--- src/rtl/synth_voice_allocator_unit_macros.svh ---
// ----------------------------------------------------------------------------
// Voice allocator assertion macros
// Concurrent checks on i_clk, disabled while i_rst_n is low.
// ----------------------------------------------------------------------------
`ifndef SYNTH_VOICE_ALLOCATOR_UNIT_MACROS_SVH
`define SYNTH_VOICE_ALLOCATOR_UNIT_MACROS_SVH

`ifndef SYNTHESIS

// same-cycle implication
`define SVA_IMPLIES(label, ante, cons) \
    label: assert property (@(posedge i_clk) disable iff (!i_rst_n) (ante) |-> (cons)) \
        else $error("same-cycle check failed");

// next-cycle implication
`define SVA_NEXT(label, ante, cons) \
    label: assert property (@(posedge i_clk) disable iff (!i_rst_n) (ante) |=> (cons)) \
        else $error("next-cycle check failed");

`else

`define SVA_IMPLIES(label, ante, cons)
`define SVA_NEXT(label, ante, cons)

`endif

`endif

--- src/rtl/svau_pkg.sv ---
`timescale 1ns / 1ps
// ----------------------------------------------------------------------------
// svau_pkg
// Shared types and constants of the voice allocator.
// ----------------------------------------------------------------------------
package svau_pkg;

    localparam int VOICE_COUNT_DEF    = 8;
    localparam int SUSTAIN_CONTROLLER = 64;
    localparam int STEAL_CONTROLLER   = 80;

    localparam int IN_TDATA_W  = 64;
    localparam int IN_USED_W   = 59;
    localparam int OUT_TDATA_W = 32;
    localparam int EVENT_W     = 3;

    // upper nibble of the status byte
    localparam logic [3:0] MSG_NOTE_OFF = 4'h8;
    localparam logic [3:0] MSG_NOTE_ON  = 4'h9;
    localparam logic [3:0] MSG_CONTROL  = 4'hB;

    typedef enum logic [2:0] {
        VS_IDLE       = 3'd0,
        VS_STARTING   = 3'd1,
        VS_RUNNING    = 3'd2,
        VS_RESTARTING = 3'd3,
        VS_STOPPED    = 3'd4,
        VS_RELEASED   = 3'd5
    } t_voice_state;

    typedef enum logic [2:0] {
        EV_IGNORED    = 3'd0,
        EV_ASSIGNED   = 3'd1,
        EV_RELEASED   = 3'd2,
        EV_CONTROLLER = 3'd3,
        EV_TICKED     = 3'd4
    } t_event;

    typedef enum logic [2:0] {
        IK_NONE,
        IK_NOTE_ON,
        IK_NOTE_OFF,
        IK_CONTROL,
        IK_TICK
    } t_item_kind;

    typedef struct packed {
        t_voice_state state;
        logic [6:0]   note;
        logic [6:0]   pend_note;
        logic [6:0]   pend_vel;
        logic [31:0]  age;
    } t_voice_entry;

    typedef struct packed {
        logic load_item;    // capture the input transfer
        logic scan_clear;   // restart voice scan
        logic scan_read;    // read voice at scan pointer
        logic target_read;  // read ticked or picked voice
        logic commit;       // write back and load result
    } t_dp_cmd;

    typedef struct packed {
        t_item_kind kind;
        logic       scan_last;
        logic       out_busy;
    } t_dp_status;

endpackage

--- src/rtl/svau_ctrl.sv ---
`timescale 1ns / 1ps
// ----------------------------------------------------------------------------
// svau_ctrl
// Sequencer: takes one item, walks the voice scan for note items and commits the result.
// ----------------------------------------------------------------------------
module svau_ctrl
    import svau_pkg::*;
(
    input  logic       i_clk,
    input  logic       i_rst_n,
    input  logic       i_s_tvalid,
    output logic       o_s_tready,
    input  t_dp_status i_status,
    output t_dp_cmd    o_cmd
);

    typedef enum logic [2:0] {
        S_IDLE,
        S_DECODE,
        S_SCAN,
        S_SCAN_END,
        S_PICK,
        S_COMMIT
    } t_state;

    t_state r_state;
    t_state n_state;

    always_comb begin
        n_state = r_state;
        o_cmd   = '0;
        unique case (r_state)
            S_IDLE: begin
                if (i_s_tvalid) begin
                    o_cmd.load_item = 1'b1;
                    n_state         = S_DECODE;
                end
            end
            S_DECODE: begin
                unique case (i_status.kind) inside
                    IK_NOTE_ON, IK_NOTE_OFF: begin
                        o_cmd.scan_clear = 1'b1;
                        n_state          = S_SCAN;
                    end
                    IK_TICK: begin
                        o_cmd.target_read = 1'b1;
                        n_state           = S_COMMIT;
                    end
                    default: begin
                        n_state = S_COMMIT;
                    end
                endcase
            end
            S_SCAN: begin
                o_cmd.scan_read = 1'b1;
                if (i_status.scan_last) begin
                    n_state = S_SCAN_END;
                end
            end
            S_SCAN_END: begin
                // last entry is evaluated in this cycle
                n_state = (i_status.kind == IK_NOTE_ON) ? S_PICK : S_COMMIT;
            end
            S_PICK: begin
                o_cmd.target_read = 1'b1;
                n_state           = S_COMMIT;
            end
            S_COMMIT: begin
                if (!i_status.out_busy) begin
                    o_cmd.commit = 1'b1;
                    n_state      = S_IDLE;
                end
            end
            default: begin
                n_state = S_IDLE;
            end
        endcase
    end

    always_ff @(posedge i_clk) begin
        if (!i_rst_n) begin
            r_state <= S_IDLE;
        end else begin
            r_state <= n_state;
        end
    end

    assign o_s_tready = (r_state == S_IDLE);

endmodule

--- src/rtl/svau_datapath.sv ---
`timescale 1ns / 1ps
// ----------------------------------------------------------------------------
// svau_datapath
// Item latch, voice store, scan accumulators, tick update and result register.
// ----------------------------------------------------------------------------
module svau_datapath
    import svau_pkg::*;
#(
    parameter int VOICE_COUNT = VOICE_COUNT_DEF
) (
    input  logic                   i_clk,
    input  logic                   i_rst_n,
    input  t_dp_cmd                i_cmd,
    output t_dp_status             o_status,
    input  logic [IN_USED_W-1:0]   i_item_data,
    input  logic                   i_item_user,
    input  logic                   i_out_ready,
    output logic                   o_out_valid,
    output logic [OUT_TDATA_W-1:0] o_out_data,
    output logic [EVENT_W-1:0]     o_out_user
);

    localparam int VI_W = $clog2(VOICE_COUNT);
    localparam logic [VI_W-1:0] LAST_VOICE = VI_W'(VOICE_COUNT - 1);

    // latched item
    logic        r_cmd;
    logic [3:0]  r_msg;
    logic [6:0]  r_d1;
    logic [6:0]  r_d2;
    logic [2:0]  r_vidx;
    logic        r_tailed;
    logic [31:0] r_pos;

    logic [6:0]  r_sustain;
    logic [6:0]  r_steal;

    // voice store
    t_voice_entry           r_mem [VOICE_COUNT];
    logic [VOICE_COUNT-1:0] r_valid;
    t_voice_entry           r_rd_data;
    logic                   r_rd_valid;
    t_voice_entry           entry;

    // scan
    logic [VI_W-1:0] r_scan_idx;
    logic            r_eval;
    logic [VI_W-1:0] r_eval_idx;
    logic            r_idle_found;
    logic [VI_W-1:0] r_idle_idx;
    logic            r_same_found;
    logic [VI_W-1:0] r_same_idx;
    logic            r_old_found;
    logic [VI_W-1:0] r_old_idx;
    logic [31:0]     r_old_age;
    logic [7:0]      r_mask;

    t_item_kind      kind;
    logic            busy;
    logic            note_hit;
    logic [VI_W-1:0] pick;
    logic            stolen;
    logic [VI_W-1:0] target_addr;
    logic            rd_en;
    logic [VI_W-1:0] rd_addr;
    logic            wr_en;
    logic [VI_W-1:0] wr_addr;
    t_voice_entry    wr_data;

    t_voice_entry tk_next;
    logic         tk_start;
    logic         tk_rel;

    // result fields
    t_event     res_event;
    logic [2:0] res_voice;
    logic       res_stolen;
    logic [7:0] res_mask;
    logic       res_quick;
    logic       res_start;
    logic       res_rel;
    logic [2:0] res_state;
    logic [6:0] res_note;
    logic [6:0] res_vel;

    logic r_out_valid;

    // ---------------- item latch ----------------
    always_ff @(posedge i_clk) begin
        if (i_cmd.load_item) begin
            r_cmd    <= i_item_user;
            r_msg    <= i_item_data[7:4];
            r_d1     <= i_item_data[14:8];
            r_d2     <= i_item_data[21:15];
            r_vidx   <= i_item_data[24:22];
            r_tailed <= i_item_data[25] & i_item_data[26];
            r_pos    <= i_item_data[58:27];
        end
    end

    always_comb begin
        kind = IK_NONE;
        if (r_cmd) begin
            if (int'(r_vidx) < VOICE_COUNT) begin
                kind = IK_TICK;
            end
        end else begin
            case (r_msg)
                MSG_NOTE_ON:  kind = (r_d2 != 7'd0) ? IK_NOTE_ON : IK_NOTE_OFF;
                MSG_NOTE_OFF: kind = IK_NOTE_OFF;
                MSG_CONTROL:  kind = IK_CONTROL;
                default:      kind = IK_NONE;
            endcase
        end
    end

    // ---------------- controller levels ----------------
    always_ff @(posedge i_clk) begin
        if (!i_rst_n) begin
            r_sustain <= '0;
            r_steal   <= '0;
        end else if (i_cmd.commit && kind == IK_CONTROL) begin
            if (int'(r_d1) == SUSTAIN_CONTROLLER) begin
                r_sustain <= r_d2;
            end
            if (int'(r_d1) == STEAL_CONTROLLER) begin
                r_steal <= r_d2;
            end
        end
    end

    // ---------------- voice store ----------------
    assign entry    = r_rd_valid ? r_rd_data : '0;
    assign busy     = (entry.state != VS_IDLE);
    assign note_hit = (entry.note == r_d1);

    assign target_addr = (kind == IK_TICK) ? VI_W'(r_vidx) : pick;
    assign rd_en       = i_cmd.scan_read | i_cmd.target_read;
    assign rd_addr     = i_cmd.scan_read ? r_scan_idx : target_addr;

    always_ff @(posedge i_clk) begin
        if (rd_en) begin
            r_rd_data  <= r_mem[rd_addr];
            r_rd_valid <= r_valid[rd_addr];
        end
    end

    always_comb begin
        wr_en   = 1'b0;
        wr_addr = r_eval_idx;
        wr_data = entry;
        if (r_eval && kind == IK_NOTE_OFF && busy && note_hit) begin
            wr_en         = 1'b1;
            wr_data.state = VS_STOPPED;
        end else if (i_cmd.commit && kind == IK_NOTE_ON) begin
            wr_en             = 1'b1;
            wr_addr           = target_addr;
            wr_data.state     = stolen ? VS_RESTARTING : VS_STARTING;
            wr_data.pend_note = r_d1;
            wr_data.pend_vel  = r_d2;
        end else if (i_cmd.commit && kind == IK_TICK) begin
            wr_en   = 1'b1;
            wr_addr = target_addr;
            wr_data = tk_next;
        end
    end

    always_ff @(posedge i_clk) begin
        if (wr_en) begin
            r_mem[wr_addr] <= wr_data;
        end
    end

    // entries never written read as the reset value
    always_ff @(posedge i_clk) begin
        if (!i_rst_n) begin
            r_valid <= '0;
        end else if (wr_en) begin
            r_valid[wr_addr] <= 1'b1;
        end
    end

    // ---------------- scan ----------------
    always_ff @(posedge i_clk) begin
        if (!i_rst_n) begin
            r_eval       <= 1'b0;
            r_idle_found <= 1'b0;
            r_same_found <= 1'b0;
            r_old_found  <= 1'b0;
        end else begin
            r_eval <= i_cmd.scan_read;
            if (i_cmd.scan_clear) begin
                r_idle_found <= 1'b0;
                r_same_found <= 1'b0;
                r_old_found  <= 1'b0;
            end else if (r_eval && kind == IK_NOTE_ON) begin
                if (!busy) begin
                    r_idle_found <= 1'b1;
                end else begin
                    if (note_hit) begin
                        r_same_found <= 1'b1;
                    end
                    r_old_found <= 1'b1;
                end
            end
        end
    end

    always_ff @(posedge i_clk) begin
        if (i_cmd.scan_clear) begin
            r_scan_idx <= '0;
            r_mask     <= '0;
        end else begin
            if (i_cmd.scan_read) begin
                r_scan_idx <= r_scan_idx + 1'b1;
                r_eval_idx <= r_scan_idx;
            end
            if (r_eval && kind == IK_NOTE_ON) begin
                if (!busy) begin
                    r_idle_idx <= r_eval_idx;
                end else begin
                    if (note_hit) begin
                        r_same_idx <= r_eval_idx;
                    end
                    // strict compare keeps the lowest index on ties
                    if (!r_old_found || entry.age > r_old_age) begin
                        r_old_idx <= r_eval_idx;
                        r_old_age <= entry.age;
                    end
                end
            end
            if (r_eval && kind == IK_NOTE_OFF && busy && note_hit) begin
                r_mask <= r_mask | (8'd1 << r_eval_idx);
            end
        end
    end

    always_comb begin
        if (r_steal != 7'd0 && r_same_found) begin
            pick   = r_same_idx;
            stolen = 1'b1;
        end else if (r_idle_found) begin
            pick   = r_idle_idx;
            stolen = 1'b0;
        end else if (r_old_found) begin
            pick   = r_old_idx;
            stolen = 1'b1;
        end else begin
            pick   = '0;
            stolen = 1'b1;
        end
    end

    // ---------------- tick update ----------------
    always_comb begin
        tk_next     = entry;
        tk_next.age = r_pos;
        tk_start    = 1'b0;
        tk_rel      = 1'b0;
        case (entry.state)
            VS_STARTING: begin
                tk_next.note  = entry.pend_note;
                tk_next.state = VS_RUNNING;
                tk_start      = 1'b1;
            end
            VS_RESTARTING: begin
                if (r_tailed) begin
                    tk_next.state = VS_STARTING;
                end
            end
            VS_STOPPED: begin
                if (r_sustain == 7'd0) begin
                    tk_next.state = VS_RELEASED;
                    tk_rel        = 1'b1;
                end
            end
            VS_RELEASED: begin
                if (r_tailed) begin
                    tk_next.state = VS_IDLE;
                end
            end
            default: begin
            end
        endcase
    end

    // ---------------- result ----------------
    always_comb begin
        res_event  = EV_IGNORED;
        res_voice  = '0;
        res_stolen = 1'b0;
        res_mask   = '0;
        res_quick  = 1'b0;
        res_start  = 1'b0;
        res_rel    = 1'b0;
        res_state  = '0;
        res_note   = '0;
        res_vel    = '0;
        case (kind)
            IK_NOTE_ON: begin
                res_event  = EV_ASSIGNED;
                res_voice  = 3'(pick);
                res_stolen = stolen;
                res_quick  = stolen;
                res_state  = stolen ? VS_RESTARTING : VS_STARTING;
            end
            IK_NOTE_OFF: begin
                res_event = EV_RELEASED;
                res_mask  = r_mask;
            end
            IK_CONTROL: begin
                res_event = EV_CONTROLLER;
            end
            IK_TICK: begin
                res_event = EV_TICKED;
                res_voice = r_vidx;
                res_start = tk_start;
                res_rel   = tk_rel;
                res_state = tk_next.state;
                if (tk_start) begin
                    res_note = entry.pend_note;
                    res_vel  = entry.pend_vel;
                end
            end
            default: begin
            end
        endcase
    end

    always_ff @(posedge i_clk) begin
        if (!i_rst_n) begin
            r_out_valid <= 1'b0;
        end else if (i_cmd.commit) begin
            r_out_valid <= 1'b1;
        end else if (i_out_ready) begin
            r_out_valid <= 1'b0;
        end
    end

    always_ff @(posedge i_clk) begin
        if (i_cmd.commit) begin
            o_out_data <= {res_vel, res_note, res_state, res_rel, res_start, res_quick,
                           res_mask, res_stolen, res_voice};
            o_out_user <= res_event;
        end
    end

    assign o_out_valid = r_out_valid;

    assign o_status.kind      = kind;
    assign o_status.scan_last = (r_scan_idx == LAST_VOICE);
    assign o_status.out_busy  = r_out_valid & ~i_out_ready;

endmodule

--- src/rtl/synth_voice_allocator_unit.sv ---
`timescale 1ns / 1ps
`include "synth_voice_allocator_unit_macros.svh"
// ----------------------------------------------------------------------------
// synth_voice_allocator_unit
// Polyphonic voice allocator: MIDI note/controller messages and voice ticks in,
// one event per transfer out.
//
//   port group   dir   tdata                          tuser
//   s_*          in    MIDI bytes / tick fields       0 MIDI, 1 tick
//   m_*          out   voice, masks, flags, notes     event kind
//
// One item at a time. Controller, ignored and tick items pass through decode
// and commit only; note-off adds a scan of one voice per cycle through the single
// read port of the voice store and a scan-end step, and note-on also a pick step.
// A result waiting in the output register stalls only the commit of the next.
// No clearing pass after reset: per-voice valid bits stand in for it.
// ----------------------------------------------------------------------------
module synth_voice_allocator_unit
    import svau_pkg::*;
#(
    parameter int VOICE_COUNT = VOICE_COUNT_DEF
) (
    input  logic                   i_clk,
    input  logic                   i_rst_n,
    input  logic                   s_tvalid,
    output logic                   s_tready,
    // [7:0] midi_status, [14:8] midi_data1, [21:15] midi_data2, [24:22] voice_index,
    // [25] env1_stopped, [26] env2_stopped, [58:27] playback_position, [63:59] zero
    input  logic [IN_TDATA_W-1:0]  s_tdata,
    // [0] cmd
    input  logic                   s_tuser,
    output logic                   m_tvalid,
    input  logic                   m_tready,
    // [2:0] voice_number, [3] was_stolen, [11:4] stopped_voices,
    // [12] quick_stop_envelopes, [13] start_envelopes, [14] release_envelopes,
    // [17:15] new_voice_state, [24:18] start_note, [31:25] start_velocity
    output logic [OUT_TDATA_W-1:0] m_tdata,
    // [2:0] event_kind
    output logic [EVENT_W-1:0]     m_tuser
);

    t_dp_cmd    dp_cmd;
    t_dp_status dp_status;

    svau_ctrl u_ctrl (
        .i_clk      (i_clk),
        .i_rst_n    (i_rst_n),
        .i_s_tvalid (s_tvalid),
        .o_s_tready (s_tready),
        .i_status   (dp_status),
        .o_cmd      (dp_cmd)
    );

    svau_datapath #(
        .VOICE_COUNT (VOICE_COUNT)
    ) u_datapath (
        .i_clk       (i_clk),
        .i_rst_n     (i_rst_n),
        .i_cmd       (dp_cmd),
        .o_status    (dp_status),
        .i_item_data (s_tdata[IN_USED_W-1:0]),
        .i_item_user (s_tuser),
        .i_out_ready (m_tready),
        .o_out_valid (m_tvalid),
        .o_out_data  (m_tdata),
        .o_out_user  (m_tuser)
    );

    // one item in flight: input closes right after a transfer
    `SVA_NEXT(a_busy_after_accept, s_tvalid && s_tready, !s_tready)
    // envelope start comes only from a tick
    `SVA_IMPLIES(a_start_only_on_tick, m_tvalid && m_tdata[13], m_tuser == EV_TICKED)
    // quick stop goes with a stolen voice
    `SVA_IMPLIES(a_quick_stop_on_steal, m_tvalid, m_tdata[12] == m_tdata[3])

endmodule
--- config.mk ---
export PLATFORM = sky130hd
export DESIGN_NAME = synth_voice_allocator_unit
export DESIGN_NICKNAME = d
export VERILOG_FILES = /design/src/rtl/svau_pkg.sv /design/src/rtl/svau_ctrl.sv /design/src/rtl/svau_datapath.sv /design/src/rtl/synth_voice_allocator_unit.sv
export VERILOG_INCLUDE_DIRS = /design/src /design/src/rtl
export SDC_FILE = /design/constraint.sdc
export NUM_CORES = 1
export LEC_CHECK = 0
export BUFFER_PORTS_ARGS = -buffer_cell sky130_fd_sc_hd__buf_2
export CAP_MARGIN = 20
export CORE_UTILIZATION = 50
export DETAILED_ROUTE_END_ITERATION = 12
export PLACE_DENSITY_LB_ADDON = 0.05
export SETUP_SLACK_MARGIN = 0.5
export SLEW_MARGIN = 30
export SYNTH_ARGS = -nofsm -noshare
export SYNTH_HDL_FRONTEND = slang
export SYNTH_SLANG_ARGS = --single-unit
--- constraint.sdc ---
create_clock -name i_clk -period 12.6 [get_ports i_clk]
set_input_delay 3.15 -clock i_clk [delete_from_list [all_inputs] [get_ports i_clk]]
set_output_delay 3.15 -clock i_clk [all_outputs]
set_load 0.01 [all_outputs]
# [Word level (Yosys, flattened, before mapping)]
# Memories as Yosys holds them, arrays and structs flattened. A register that Yosys moved wholly into a read port is not among the register bits.
# Cells that the tools add are included.
[word_totals] ff_bits=176 mem_bits_rw=448 out_inout_bits=37 elab_cells=159 memories=1
[classes] add_sub_neg=1 magnitude_cmp=4 n_eq_ne=23 shift=1 n_mux=59 bitwise_logic=9 n_reduce_logical=31
[memory_table] memory="u_datapath.r_mem" words=8 width=56 read_ports=1 rd_clocked_by_memory_dff=1 write_ports=1 line="svau_datapath.sv:39" source="t_voice_entry r_mem [VOICE_COUNT];"
[ops] operator="56-bit two-way mux" n=2
[ops] operator="3-bit two-way mux" n=18
[ops] operator="53-bit two-way mux" n=1
[ops] operator="32-bit greater-than comparator" n=1
[ops] operator="32-bit two-way mux" n=1
[ops] operator="3-bit one-hot mux with 4 select lines" n=2
[ops] operator="1-bit two-way mux" n=23
[ops] operator="3-bit equality test, second input constant" n=6
[ops] operator="3-bit one-hot mux with 6 select lines" n=1
[ops] operator="8-bit OR" n=2
[ops] operator="3-bit by 2-bit equality test with 1-bit output, second input constant" n=5
[ops] operator="7-bit equality test, second input constant" n=2
[ops] operator="14-bit two-way mux" n=1
[ops] operator="7-bit two-way mux" n=2
[ops] operator="2-bit AND reduction" n=7
[ops] operator="7-bit nonzero test" n=2
[ops] operator="4-bit equality test, second input constant" n=3
[ops] operator="3-bit one-hot mux with 2 select lines" n=2
[ops] operator="3-bit by 1-bit equality test with 1-bit output, second input constant" n=3
[ops] operator="1-bit logical AND" n=9
[ops] operator="3-bit one-hot mux with 3 select lines" n=1
[ops] operator="3-bit AND reduction" n=3
[ops] operator="3-bit by 4-bit < comparator with 1-bit output, second input constant" n=2
[ops] operator="4-bit AND reduction" n=2
[ops] operator="19 further kinds" n=27

# [Depth between registers and ports, before layout]
# Gate-level depths: netlist (run 1).
[logic_depth] ltp_word=14 mapped_depth=12 ltp_nobuf=9

# [Cells and area by module]
# From an unflattened synthesis (run 1), not the netlist that was laid out.
[hier_totals] hier_cells=1927 area_unflattened_um2=27851.7
[by_module_without_submodules] module="svau_datapath" n_inst=1 cells_each=1892 area_each_um2=27579.0
[by_module_without_submodules] module="svau_ctrl" n_inst=1 cells_each=35 area_each_um2=272.8

# [Worst setup path after synthesis (run 1)]
# Ideal clock, no wire load.
[synth_path] path_type="input-to-reg" start="input m_tready" end="memory u_datapath.r_mem[6][0] (netlist name) (enable)" arrival_ps=6836 slack_ps=5293 path_stages=6 n_path_buf=0 path_cell_list="nor2b_1 -> nor3_1 -> a22o_1 -> a211oi_1 -> or2_2 -> nor2_1"
[synth_via] elab_chain_len=10
[synth_lines] element="start, declared" line="synth_voice_allocator_unit.sv:33" source="input logic m_tready,"
[synth_lines] element="1-bit NOT *" line="svau_datapath.sv:352" source="assign o_status.out_busy = r_out_valid & ~i_out_ready;"
[synth_lines] element="1-bit bitwise AND *" line="svau_datapath.sv:352"
[synth_lines] element="1-bit two-way mux *" line="svau_ctrl.sv:69" source="if (!i_status.out_busy) begin"
[synth_lines] element="1-bit two-way mux *" line="svau_ctrl.sv:32" source="unique case (r_state)"
[synth_lines] element="1-bit logical AND" line="svau_datapath.sv:161" source="end else if (i_cmd.commit && kind == IK_TICK) begin"
[synth_lines] element="1-bit two-way mux" line="svau_datapath.sv:161"
[synth_lines] element="1-bit two-way mux" line="svau_datapath.sv:155" source="end else if (i_cmd.commit && kind == IK_NOTE_ON) begin"
[synth_lines] element="1-bit two-way mux" line="svau_datapath.sv:152" source="if (r_eval && kind == IK_NOTE_OFF && busy && note_hit) begin"
[synth_lines] element="1-bit two-way mux" line="svau_datapath.sv:169" source="if (wr_en) begin"
[synth_lines] element="1-bit two-way mux (implied by the code)" line="svau_datapath.sv:170" source="r_mem[wr_addr] <= wr_data;"
[synth_lines] element="end, declared" line="svau_datapath.sv:39"
# Every way passes the cells marked *; elsewhere a longest branch is shown, timed or not.

# [Worst setup path in the final report (run 1)]
[layout_path] start="input m_tready" end="memory u_datapath.r_mem[1][35] (netlist name) (enable)"
# The elaborated chain is that of the path after synthesis.

==> results of run 1 <==
[worst reg2reg max path, delay by kind of cell, from the launching register on]
family	cells	cell delay (ns)
compound gates	3	1.01
buf+inv	2	1.46
flops	1	0.58
simple gates	3	1.20
[report_power, final]
group          switching, W  leakage [nW]  total [W]  internal, W
Clock              0.000836          1.07    0.00201      0.00117
Combinational      0.000288          3.69   0.000419     0.000131
Sequential        0.0000453          6.18    0.00265      0.00260
Total               0.00117          10.9    0.00507      0.00390
[state kept, by name (all words and copies together), names as in the netlist, 3 cells and up]
| signal | cells |
|---|---|
| u_datapath.r_d2 | 7 |
| u_datapath.r_vidx | 3 |
| u_datapath.r_rd_data | 56 |
| u_datapath.r_eval_idx | 3 |
| u_datapath.r_sustain | 7 |
| u_datapath.r_old_age | 32 |
| u_datapath.r_steal | 7 |
| u_datapath.r_valid | 8 |
| u_datapath.o_out_data | 31 |
| u_datapath.o_out_user | 3 |
| u_datapath.r_msg | 4 |
| u_datapath.r_pos | 32 |
| u_ctrl.r_state | 3 |
| u_datapath.r_scan_idx | 3 |
| u_datapath.r_d1 | 7 |
| u_datapath.r_mask | 8 |
| u_datapath.r_same_idx | 3 |
| u_datapath.r_idle_idx | 3 |
| u_datapath.r_mem | 448 |
| u_datapath.r_old_idx | 3 |
[layout make-up]
type	instances	area (um^2)
well taps	688	861
fillers	4149	22500
inverters	43	161
flip-flops and latches	679	20000
multi-input cells	1095	6630
clock buffers	94	1920
clock inverters	31	295
repair buffers	123	756
[stage by stage]
stage / cells / power [W]
after floorplan: 1914 / 0.00295
after global placement: 2625 / 0.00310
after detailed placement: 2625 / 0.00311
after CTS: 2750 / 0.00511
after global routing: 2753 / 0.00524
final: 2753 / 0.00507
[layer usage]
layer  vias up  wire length, um  part of all wire, %  GRT usage (%)
li1       7295                -                    -              -
met1      7887            28600                   46           32.5
met2       405            28900                   47           35.2
met3       101             3200                  5.2           4.14
met4         2             1260                  2.0           6.34
met5         -                9                0.015              0
[cell usage in the layout (no fill, tap or decap), types with 14 or more instances in the layout]
| master | n |
|---|---|
| ha_1 | 34 |
| nor2b_1 | 31 |
| mux2i_1 | 81 |
| dfxtp_1 | 41 |
| clkbuf_1 | 20 |
| a32oi_1 | 59 |
| inv_1 | 43 |
| and3_1 | 59 |
| clkbuf_16 | 73 |
| o21a_1 | 14 |
| and2_1 | 50 |
| a21oi_1 | 22 |
| buf_2 | 96 |
| nor2_1 | 33 |
| buf_4 | 19 |
| mux2_2 | 33 |
| nand3_1 | 125 |
| o21ai_0 | 29 |
| edfxtp_1 | 638 |
| nand2_1 | 397 |
[kinds of logic (layout without fill, tap and decap cells)]
kind of cell,Yosys count,after routing
compound gates,176,176
xor+xnor,5,5
fa+ha+maj,34,34
buf+inv,140,291
flops,679,679
mux,114,114
simple gates,766,766
[final timing paths]
path / endpoint / from / cells past startpoint / slack (ns)
max: u_datapath.r_mem[1][35] / m_tready / 9 / 6.62
min: u_datapath.r_mask[4] / u_datapath.r_mask[4] / 1 / 0.46
max reg2reg: u_datapath.r_mem[1][35] / u_datapath.r_rd_valid / 8 / 7.95
min reg2reg: u_datapath.r_mask[4] / u_datapath.r_mask[4] / 1 / 0.46
==> reports/results.ini, run 1 <==
[outcome]
status = complete, no violations

[finish]
final_core_util_pct = 57.6
final_nets = 2115
areaGrowthSynthToFinish_pct = 12.9
final_cell_area_um2 = 30600
drive_gt1_share_pct = 13.3
insertedDiodeCount = 0

[grt]
first_global_vias = 15100
grt_pass1_wl_um = 93300
grt_use_total_pct = 22.5
grt_max_degree = 190
grt_overflow = 0
antenna_found_initial = 2

[clock_tree]
cts_resized = 0
cts_buffer_depth = 3
cts_hold_buf = 0
post-cts-setup-buffer-count = 0
clk_pin_slew_ns = 0.06
cts_buffers = 70
cts_tree = done
clockRootBuffer = clkbuf_16
clock-sinks = 679
clkLatencyLatePin_ns = 0.61
htree_levels = 3

[yosys]
syn_area_um2 = 27100
syn_avg_cell_area_um2 = 14.2
synth-seq-area-share_pct = 73.7
synth_top_family_by_area = simple AND/OR/NAND/NOR gates
muxShareOfSynthArea_pct = 4.36
syn-num-nets = 2017
ys_seq_elements = 679
async_flop_share_pct = 0
synth_compound_area_share_pct = 4.78
synth.top_cell.area_share_pct = 70.7
synth_edf_count = 638
postSynthCellCount = 1914
ys_warn_count = 0
post-synth-top-count-cell = edfxtp_1
synth_cell_types = 58
synth_area_leader_cell = edfxtp_1
synthXorXnorAreaFrac_pct = 0.162
ys.flop_type = edfxtp_1
synth-simple-area-share_pct = 13.1
synth_fa_ha_area_share_pct = 1.57
synth_commonest_cells = 638 x edfxtp_1, 397 x nand2_1, 125 x nand3_1
synthTopCellsByArea = edfxtp_1 71%, nand2_1 5.5%, dfxtp_1 3.0%, mux2i_1 3.0%, nand3_1 2.3%

[worst_setup_path]
crit_required_ns = 12.82
crit_type = input pin to flop
endpoint_kind = flop
path_buf_inv = 3
path_delay_family = simple AND/OR/NAND/NOR gates
cp-start-kind = input pin
critPathMaxFanout = 45
slowest_stage = buf_4
crit_arrival_ns = 6.20
cp_cell_sequence = buf_2 -> nand2b_1 -> nand2b_1 -> nor2_2 -> buf_4 -> a211oi_1 -> nand2_1 -> nor2_4 -> buf_4
cp_slowest_stage_delay_ns = 0.78

[sta]
rsz0062_at_grt = no
finalSetupViolCount = 0
fin_crit_sh_pct = 47.4
final_max_slew_viol_count = 0
worst_slack_ns = 6.62
hold_ws_ns = 0.457
max-slew-margin-rel_pct = 31.3
tightestPinTransition_ns = 1.03
tns_ns = 0
fin_crit_ns = 5.98
clock-skew-final_ns = 0.0220
fmax_mhz = 167
finalHoldViolCount = 0

[placed_design]
dp_hpwl_um = 31500
portBuffers = 96
place.gp.congestion = 0.777
postPlaceCellArea_um2 = 28300
pre_cts_ws_ns = 5.94

[drt]
drc = 0
routed_wl_um = 61900
drt_iter0_drc = 1178
drtPass1Iterations = 5
vias = 15700
ant_nets = 0
wl_per_cell_um = 22.5
via_per_inst = 5.70

[floorplan]
die_x_um = 235
die_height_um = 235
ios = 106
dieArea_um2 = 55200
initial_core_util_pct = 51.1
num_rows = 84
core-area_um2 = 53100

[run]
drv_cap = 0

[worst_hold_path]
hp-class = flop to flop

[pwr]
power_density_nw_per_um2 = 166
power.leakage_nw = 10.9
ir_worst_vdd_mv = 0.108

Power figures use the tool's default switching activity.
==> inputs of run 2 (changes only) <==
==> constraint.sdc (replaced) <==
create_clock -name i_clk -period 6 [get_ports i_clk]
set_input_delay 1.5 -clock i_clk [delete_from_list [all_inputs] [get_ports i_clk]]
set_output_delay 1.5 -clock i_clk [all_outputs]
set_load 0.01 [all_outputs]
==> reports/results.ini, run 2 (same netlist as run 1, synthesis figures left out) <==
[worst_setup_path]
crit_start = u_datapath.r_cmd
timing.rr.end = u_datapath.r_mem[0][6]
r2r_setup_slack_ns = 1.67  ; -6.28 ns
crit_arrival_ns = 4.59  ; -1.61 ns
r2r_start = u_datapath.r_cmd
cp-start-kind = flop
crit_required_ns = 6.26  ; -6.56 ns
rr_worst_depth = 7  ; -1
critPathMaxFanout = 45  ; unchanged
endpoint_kind = flop
crit_path_end = u_datapath.r_mem[0][6]
crit_type = flop to flop

[floorplan]
core-area_um2 = 53100  ; unchanged
die_x_um = 235  ; unchanged
ios = 106  ; unchanged
initial_core_util_pct = 51.1  ; unchanged
die_height_um = 235  ; unchanged
dieArea_um2 = 55200  ; unchanged
num_rows = 84  ; unchanged

[sta]
rsz0062_at_grt = no
tns_ns = 0  ; unchanged
max-slew-margin-rel_pct = 34.3  ; +3.0 points
tightestPinTransition_ns = 0.986  ; -0.0449 ns
finalHoldViolCount = 0  ; unchanged
final_max_slew_viol_count = 0  ; unchanged
fmax_mhz = 231
finalSetupViolCount = 0  ; unchanged
clock-skew-final_ns = 0.0190  ; -0.00297 ns
fin_crit_ns = 4.33
worst_slack_ns = 1.67  ; -4.95 ns
fin_crit_sh_pct = 72.2

[finish]
mostFrequentLayoutCells = 638 x edfxtp_1, 397 x nand2_1, 125 x nand3_1
largest_register_ffs = 448  ; unchanged
fillCellCount = 4181  ; +0.77%
areaGrowthSynthToFinish_pct = 13.8
largest-register = u_datapath.r_mem
final_core_util_pct = 58.1  ; +0.48 points
final_common_cell = edfxtp_1
drive_gt1_share_pct = 13.8  ; +0.57 points
reg_top3 = u_datapath.r_mem: 448 flops, u_datapath.r_rd_data: 56 flops
final_cell_area_um2 = 30900  ; +0.83%
final_nets = 2124  ; +0.43%

[grt]
grt_use_total_pct = 22.8  ; +0.30 points
first_global_vias = 15600  ; +3.1%
grt_max_degree = 102  ; -46%
grt_pass1_wl_um = 94900  ; +1.7%
grt_overflow = 0  ; unchanged
antenna_found_initial = 2  ; unchanged

[clock_tree]
cts_tree = done
clock-sinks = 679  ; unchanged
cts_buffer_depth = 3  ; unchanged
cts_buffers = 71  ; +1.4%
cts_resized = 0  ; unchanged
clockRootBuffer = clkbuf_16
clk_pin_slew_ns = 0.06  ; about the same
htree_levels = 3  ; unchanged
post-cts-setup-buffer-count = 0  ; unchanged
cts_hold_buf = 0  ; unchanged
clkLatencyLatePin_ns = 0.61  ; about the same

[pwr]
sw_frac_of_total_pct = 22.9  ; -0.17 points
pwr-share-comb_pct = 8.3  ; about the same
power.net_switching_w = 0.00248  ; +110%
power.leakage_nw = 11.1  ; +1.1%
power_density_nw_per_um2 = 351  ; +110%
clockPowerShare_pct = 40.5  ; +0.9 points
ir_worst_vdd_mv = 0.236  ; +120%
p_int_w = 0.00835  ; +110%
power_w = 0.0108  ; +110%
pwr-share-seq_pct = 51.2  ; -1.0 points

[run]
drv_cap = 0  ; unchanged

[drt]
ant_nets = 0  ; unchanged
drc = 0  ; unchanged
vias = 15800  ; +0.82%
drt_iter0_drc = 1150  ; -2.4%
via_per_inst = 5.73  ; +0.46%
wl_per_cell_um = 22.6  ; +0.71%
drtPass1Iterations = 5  ; unchanged
routed_wl_um = 62600  ; +1.1%

[placed_design]
portBuffers = 96  ; unchanged
pre_cts_ws_ns = 1.48  ; -4.46 ns
postPlaceCellArea_um2 = 28500  ; +0.79%
dp_hpwl_um = 34100  ; +8.4%
place.gp.congestion = 0.816  ; +5.0%

[worst_hold_path]
hp-class = flop to flop
hold_start = u_datapath.r_mask[4]
holdPathStages = 1  ; unchanged

[outcome]
status = complete, no violations

run 2: metrics by stage:
step,hold WS (ns),cells
after detailed placement,0.452,2636
final,0.461,2763
after CTS,0.466,2762
after global placement,0.440,2634
after global routing,0.476,2762
after floorplan,0.428,1914
run 2: metal layers:
metal  part of all wire, %  global-route usage [%]
met3                   5.6                    4.31
met5                     0                       0
met1                    45                    31.8
met2                    48                    36.8
met4                   2.2                    6.46
run 2: cell type report:
class                      instances  area [um^2]  share of cell area (%)
antenna                            1         2.50                 0.00811
clock buffer                      95         1970                    6.39
clock inverter                    31          329                    1.07
inverter                          43          161                   0.523
multi-input combinational       1095         6640                    21.5
sequential                       679        20000                    64.8
tap                              688          861                    2.79
timing repair buffer             131          912                    2.96
run 2: worst min-delay path by stage:
| stage | to | slack, ns |
|---|---|---|
| after global placement | u_datapath.r_mask[7] | 0.44 |
| after floorplan | u_datapath.r_mask[1] | 0.43 |
| after CTS | u_datapath.r_mask[1] | 0.47 |
| after detailed placement | u_datapath.r_mask[1] | 0.45 |
| final | u_datapath.r_mask[4] | 0.46 |
| after global routing | u_datapath.r_valid[7] | 0.48 |
run 2: critical path, stage by stage (launching register included):
cell,delay [ns]
edfxtp_1,0.67
or4b_1,0.68
a211oi_2,0.54
nor3_1,0.09
a211oi_1,0.71
nand2_1,0.29
nor2_4,0.58
buf_12,0.40
run 2: power groups by stage:
stage          Clock [W]  Combinational [W]  Sequential, W
2_1_floorplan          0           0.000593        0.00561
6_report         0.00438           0.000897        0.00555
3_5_place_dp           0           0.000898        0.00565
5_1_grt          0.00465           0.000987        0.00556
4_1_cts          0.00446           0.000902        0.00555
3_3_place_gp           0           0.000865        0.00565
